### src/design/sn83_pkg.sv
// Package for the 8.3 short name formatter: store geometry, character codes
// and the small character classification functions.
// No dependencies.
`timescale 1ns / 1ps

package sn83_pkg;

	// Store geometry: eight base bytes, then three extension bytes
	localparam int NameLen = 11;
	localparam logic [3:0] BaseLast = 4'd7;
	localparam logic [3:0] ExtLast = 4'd10;
	localparam logic [3:0] ExtStart = 4'd8;
	localparam logic [3:0] PosLimit = 4'd11;

	// Character codes
	localparam logic [7:0] ChNul = 8'h00;
	localparam logic [7:0] ChSpace = 8'h20;
	localparam logic [7:0] ChDot = 8'h2E;
	localparam logic [7:0] PrintLow = 8'h21;
	localparam logic [7:0] PrintHigh = 8'h7E;
	localparam logic [7:0] CaseGap = 8'h20;

	typedef logic [7:0] byte_t;

	// Flag punctuation that a short name may not hold
	function automatic logic is_banned(input byte_t c);
		return c inside {8'h7C, 8'h3C, 8'h3E, 8'h5E, 8'h2B, 8'h3D, 8'h3F, 8'h2F,
			8'h5B, 8'h5D, 8'h3B, 8'h2C, 8'h2A, 8'h22, 8'h5C};
	endfunction

	// Fold lower-case letters to upper case
	function automatic byte_t to_upper(input byte_t c);
		byte_t r;
		r = c;
		if (c inside {[8'h61:8'h7A]}) begin
			r = c - CaseGap;
		end
		return r;
	endfunction

endpackage

### src/design/short_name_8_3_formatter_top.sv
// A terminating zero byte gives its registered result in the cycle after it is taken.
// Throughput: one byte per cycle; the request is stalled only while a result
// sits in the output register and the receiver does not take it.
// Reset (arst_n low, asynchronous) empties the output register and sets the
// name store to spaces, position to zero, no dot and no failure.
// Depends on sn83_pkg.
`timescale 1ns / 1ps

module short_name_8_3_formatter_top
	import sn83_pkg::*;
(
	input  logic        clk,
	input  logic        arst_n,
	input  logic        character_valid,
	output logic        character_ready,
	input  logic [7:0]  character,
	output logic        name_valid,
	input  logic        name_ready,
	output logic        name_ok,
	output logic [63:0] name_base,
	output logic [23:0] name_extension
);

	byte_t       store_q [NameLen];
	logic [3:0]  pos_q;
	logic        dot_q;
	logic        failed_q;
	logic        res_valid_q;
	logic        res_ok_q;
	logic [63:0] res_base_q;
	logic [23:0] res_ext_q;

	logic        take;
	logic        is_term;
	logic        is_dot;
	logic [3:0]  limit;
	logic        bad_char;
	byte_t       upper;
	logic        name_good;
	logic [63:0] base_pack;
	logic [23:0] ext_pack;

	// Accept a request whenever the output register is free or being emptied
	assign character_ready = !res_valid_q || name_ready;
	assign take = character_valid && character_ready;

	// Classify the incoming byte
	assign is_term = (character == ChNul);
	assign is_dot = (character == ChDot);
	assign limit = dot_q ? ExtLast : BaseLast;
	assign bad_char = is_banned(character) || (pos_q > limit)
		|| (character < PrintLow) || (character > PrintHigh);
	assign upper = to_upper(character);

	// Pack the stored bytes, first byte most significant
	always_comb begin
		for (int k = 0; k < 8; k++) begin
			base_pack[63 - 8*k -: 8] = store_q[k];
		end
		for (int k = 0; k < 3; k++) begin
			ext_pack[23 - 8*k -: 8] = store_q[8 + k];
		end
	end
	assign name_good = !failed_q && (store_q[0] != ChSpace);

	// Advance the name state on each accepted byte until a failure; clear it on the terminator
	always_ff @(posedge clk or negedge arst_n) begin
		if (!arst_n) begin
			for (int k = 0; k < NameLen; k++) begin
				store_q[k] <= ChSpace;
			end
			pos_q <= '0;
			dot_q <= 1'b0;
			failed_q <= 1'b0;
		end else if (take) begin
			if (is_term) begin
				for (int k = 0; k < NameLen; k++) begin
					store_q[k] <= ChSpace;
				end
				pos_q <= '0;
				dot_q <= 1'b0;
				failed_q <= 1'b0;
			end else if (!failed_q) begin
				if (is_dot) begin
					if (dot_q) begin
						failed_q <= 1'b1;
					end else begin
						dot_q <= 1'b1;
						pos_q <= ExtStart;
					end
				end else if (bad_char) begin
					failed_q <= 1'b1;
				end else begin
					store_q[pos_q] <= upper;
					pos_q <= pos_q + 4'd1;
				end
			end
		end
	end

	// Hold the result until the receiver takes it
	always_ff @(posedge clk or negedge arst_n) begin
		if (!arst_n) begin
			res_valid_q <= 1'b0;
		end else if (take && is_term) begin
			res_valid_q <= 1'b1;
		end else if (name_ready) begin
			res_valid_q <= 1'b0;
		end
	end

	// Load the result payload; an invalid name reads as zeros
	always_ff @(posedge clk) begin
		if (take && is_term) begin
			res_ok_q <= name_good;
			res_base_q <= name_good ? base_pack : 64'd0;
			res_ext_q <= name_good ? ext_pack : 24'd0;
		end
	end

	assign name_valid = res_valid_q;
	assign name_ok = res_ok_q;
	assign name_base = res_base_q;
	assign name_extension = res_ext_q;

`ifndef SYNTHESIS
	a_pos_range: assert property (@(posedge clk) disable iff (!arst_n)
		pos_q <= PosLimit)
		else $error("write position beyond the store");

	a_base_pos: assert property (@(posedge clk) disable iff (!arst_n)
		!dot_q |-> pos_q <= ExtStart)
		else $error("base position beyond eight bytes");

	a_ext_pos: assert property (@(posedge clk) disable iff (!arst_n)
		dot_q |-> pos_q >= ExtStart)
		else $error("extension position below its start");

	a_term_clear: assert property (@(posedge clk) disable iff (!arst_n)
		take && is_term |=> name_valid && pos_q == 4'd0 && !dot_q && !failed_q)
		else $error("terminator did not clear state or raise a result");

	a_bad_zero: assert property (@(posedge clk) disable iff (!arst_n)
		name_valid && !name_ok |-> name_base == 64'd0 && name_extension == 24'd0)
		else $error("invalid name carries non-zero bytes");
`endif

endmodule
### config.mk
export PLATFORM = sky130hd
export DESIGN_NAME = short_name_8_3_formatter_top
export DESIGN_NICKNAME = d
export VERILOG_FILES = /design/src/design/sn83_pkg.sv /design/src/design/short_name_8_3_formatter_top.sv
export SDC_FILE = /design/constraint.sdc
export NUM_CORES = 1
export LEC_CHECK = 0
export BUFFER_PORTS_ARGS = -buffer_cell sky130_fd_sc_hd__buf_2
export CORE_ASPECT_RATIO = 1.75
export CORE_UTILIZATION = 35
export CTS_CLUSTER_DIAMETER = 150
export DETAILED_ROUTE_END_ITERATION = 8
export GPL_TIMING_DRIVEN = 0
export HOLD_SLACK_MARGIN = 0.05
export MAX_ROUTING_LAYER = met4
export PLACE_DENSITY = 0.53
export SYNTH_ARGS = -nofsm -noshare
export SYNTH_HDL_FRONTEND = slang
export SYNTH_SLANG_ARGS = --single-unit
### constraint.sdc
create_clock -name clk -period 2.9 [get_ports clk]
set_input_delay 0.145 -clock clk [delete_from_list [all_inputs] [get_ports clk]]
set_output_delay 0.145 -clock clk [all_outputs]
set_load 0.01 [all_outputs]
==> flow_summary.toml <==
[outcome]
status = "complete, no violations"

[layout]
multi_input_area_um2 = 2410
finish.utilization_pct = 42.8
final_layout_size_suffix_gt1_share_pct = 25.1
antenna_cells = 0
nets = 720
stdcell_area_um2 = 9210
regArea_um2 = 5060
nFillCells = 2099
area_growth_pct = 19.7

[synthesis]
ys_top_cells_by_count = "and2_1 (92), edfxtp_1 (89), dfrtp_1 (84), nand2_1 (39), o2bb2ai_1 (30)"
synthTopCellsByArea = "edfxtp_1 (35%), dfrtp_1 (27%), and2_1 (7.5%)"
synth_edf_count = 89
syn_nets = 596
netlist_area_um2 = 7700
ys_dominant_reg_cell = "edfxtp_1"
async_flop_share_pct = 51.6
synth_top_area_share_pct = 34.7
syn_inst = 575
synth_seq_cells = 184
seq_area_frac_synth_pct = 65.8
synth.largest_area_cell = "edfxtp_1"
synth_area_per_cell_um2 = 13.4
ys.warnings.count = 0
synthDistinctLibCells = 58
yosysMostFrequentCell = "and2_1"

[detailed_routing]
num_vias = 5132
drc_errors = 0
drtIter0Drc = 255
drt.antenna.violating_nets = 0
wl_per_cell_um = 19.3
routed_wl_mm = 19.4
dr.pass1.iters = 5
vias_per_cell = 5.11

[clocking]
cts_tree = "built"
path_clk_slew_ns = 0.07
insertion_delay_ns = 0.44
clockBufferDepth = 2
cts-buffers-inserted = 17
clock-sinks = 184
cts_root_buf = "clkbuf_16"
h-tree-depth = 4

[setup_path]
setup.worst_path.start_class = "flop"
r2r_end = "base_pack[57]"
worst_ep_required_time_ns = 3.26
path_max_fanout = 10
path_cells = "ha_1 > and3b_1 > o311ai_4 > o2111ai_4 > nor2_4 > clkbuf_4 > nand2_1 > buf_4 > o2bb2ai_1"
rr_startpoint = "pos_q[2]"
cp_slowest_cell = "dfrtp_1"
end_kind = "flop"
r2r_slack_ns = 0.18
r2r.worst_path.cells = 9
worstPathArrival_ns = 3.09
worstSetupPathType = "reg2reg"
critPathMaxStageDelay_ns = 0.45

[timing]
min_period_ns = 2.72
timing.final.crit_share_pct = 93.8
finalSetupViolations = 0
skew_ns = 0.00608
maxSlewHeadroom_pct = 29.0
rsz0062_at_grt = "false"
hold_viol = 0
layout_setup_ws_ns = 0.179
slew_violations = 0
finalSetupTns_ns = 0
max_freq_mhz = 368
worst_slew_pin_slew_ns = 1.07

[die]
rows = 71
io_pins = 103
die_area_um2 = 22600
die_height_um = 198
initial_core_util_pct = 35.8
die_x_um = 114
design.core.area_um2 = 21500

[grt]
grt_pass1_vias = 5228
overflow = 0
grt_max_degree = 96
antenna_found_initial = 0
grt_use_total_pct = 18.4
grt_pass1_wl_mm = 29.6

[worst_hold_path]
whs_path_depth = 4
min_from = "character[4]"
hold_path.class = "in2reg"
min_to = "base_pack[37]"

[placed_design]
dp_hpwl_mm = 13.5
placed_area_um2 = 8590
portBuffers = 100
dp_worst_setup_slack_ns = -0.777
gp_congestion = 0.857

[power]
totalPowerFinal_mw = 5.18
p_per_area_nw_per_um2 = 563
p_leak_nw = 3.82
vdd_drop_max_v = 0.000364

[flow_run]
maxCapViolCount = 0
-- cell type report --
cell class	instances	area share, %
timing repair buffer	105	6.14
buffer	36	2.04
multi-input combinational	338	26.1
clock buffer	18	4.66
tap	292	3.97
sequential	184	55.0
inverter	17	0.829
clock inverter	14	1.26
-- per-stage QoR --
step | hold slack (ns) | cells
2_1_floorplan | -0.151 | 575
3_3_place_gp | 0.461 | 967
3_5_place_dp | 0.112 | 968
4_1_cts | 0.100 | 1003
5_1_grt | 0.122 | 1004
6_report | 0.128 | 1004
-- what timing repair did --
item / in CTS / in global routing
hold buffers: 2 / 0
pin swaps: 1 / 1
resized for setup: 4 / 5
endpoints found under the setup margin: 91 / 42
buffers inserted: 1 / 1
hold endpoints to repair: 33 / 0
-- routing by layer --
layer	GRT usage, %	part of all wire, %	routed length [um]	vias to the layer above
met2	32.5	55	10600	121
met3	3.73	3.8	738	34
li1	-	-	-	2367
met5	-	0	0	-
met1	19.9	38	7470	2610
met4	7.84	2.9	554	0
-- layout by cell type, fill, tap and decap left out, types with 9 or more instances in the layout --
master / synthesis / final
edfxtp_1: 89 / 89
clkbuf_1: 22 / 23
a22oi_1: 9 / 9
clkbuf_16: 0 / 17
buf_2: 7 / 105
a32o_1: 25 / 25
nand2_1: 39 / 39
ha_1: 9 / 9
dfrtp_1: 84 / 84
a22o_1: 18 / 18
inv_1: 16 / 16
nor2_1: 10 / 10
dfstp_2: 11 / 11
and2_1: 92 / 92
o2bb2ai_1: 30 / 30
nor2b_1: 9 / 9
nand3_1: 10 / 10
-- where the power goes --
| group | internal, mW | switching (mW) | total, mW |
|---|---|---|---|
| clock network | 1.12 | 1.06 | 2.18 |
| registers | 2.75 | 0.0239 | 2.77 |
| logic | 0.0747 | 0.161 | 0.236 |
| total | 3.94 | 1.24 | 5.18 |
-- flip-flops by register name, indices dropped and copies added, names as in the netlist --
signal and count:
base_pack 64, name_base 64, ext_pack 24, name_extension 24, pos_q 4, dot_q 1, failed_q 1, name_ok 1
name_valid 1
-- logic make-up (layout without fill, tap and decap cells) --
family | count (synthesis) | after routing | share of synthesized area (%)
muxes | 3 | 3 | 0.390
buffers and inverters | 53 | 190 | 3.24
AOI/OAI and AO/OA | 125 | 125 | 13.9
adders and majority gates | 10 | 10 | 1.59
xor gates and xnor gates | 1 | 1 | 0.114
and+or+nand+nor | 199 | 199 | 14.9
DFF | 184 | 184 | 65.8
-- how the worst max path moves through the flow --
stage	end	start	slack [ns]	depth (start not counted)
2_1_floorplan	base_pack[39]	character[0]	0.07	9
3_3_place_gp	base_pack[47]	character[2]	-0.64	9
4_1_cts	base_pack[12]	pos_q[2]	0.04	9
5_1_grt	base_pack[41]	pos_q[2]	0.04	9
6_report	base_pack[57]	pos_q[2]	0.18	9
3_5_place_dp	base_pack[47]	character[2]	-0.78	9
-- worst max-delay path: cells and delay by family, from the launching register on --
kind	cells	cell delay [ns]
adders and majority gates	1	0.33
and+or+nand+nor	3	0.59
AOI/OAI and AO/OA	3	0.71
buffers and inverters	2	0.54
DFF	1	0.45
(Power assumes the default switching activity.)
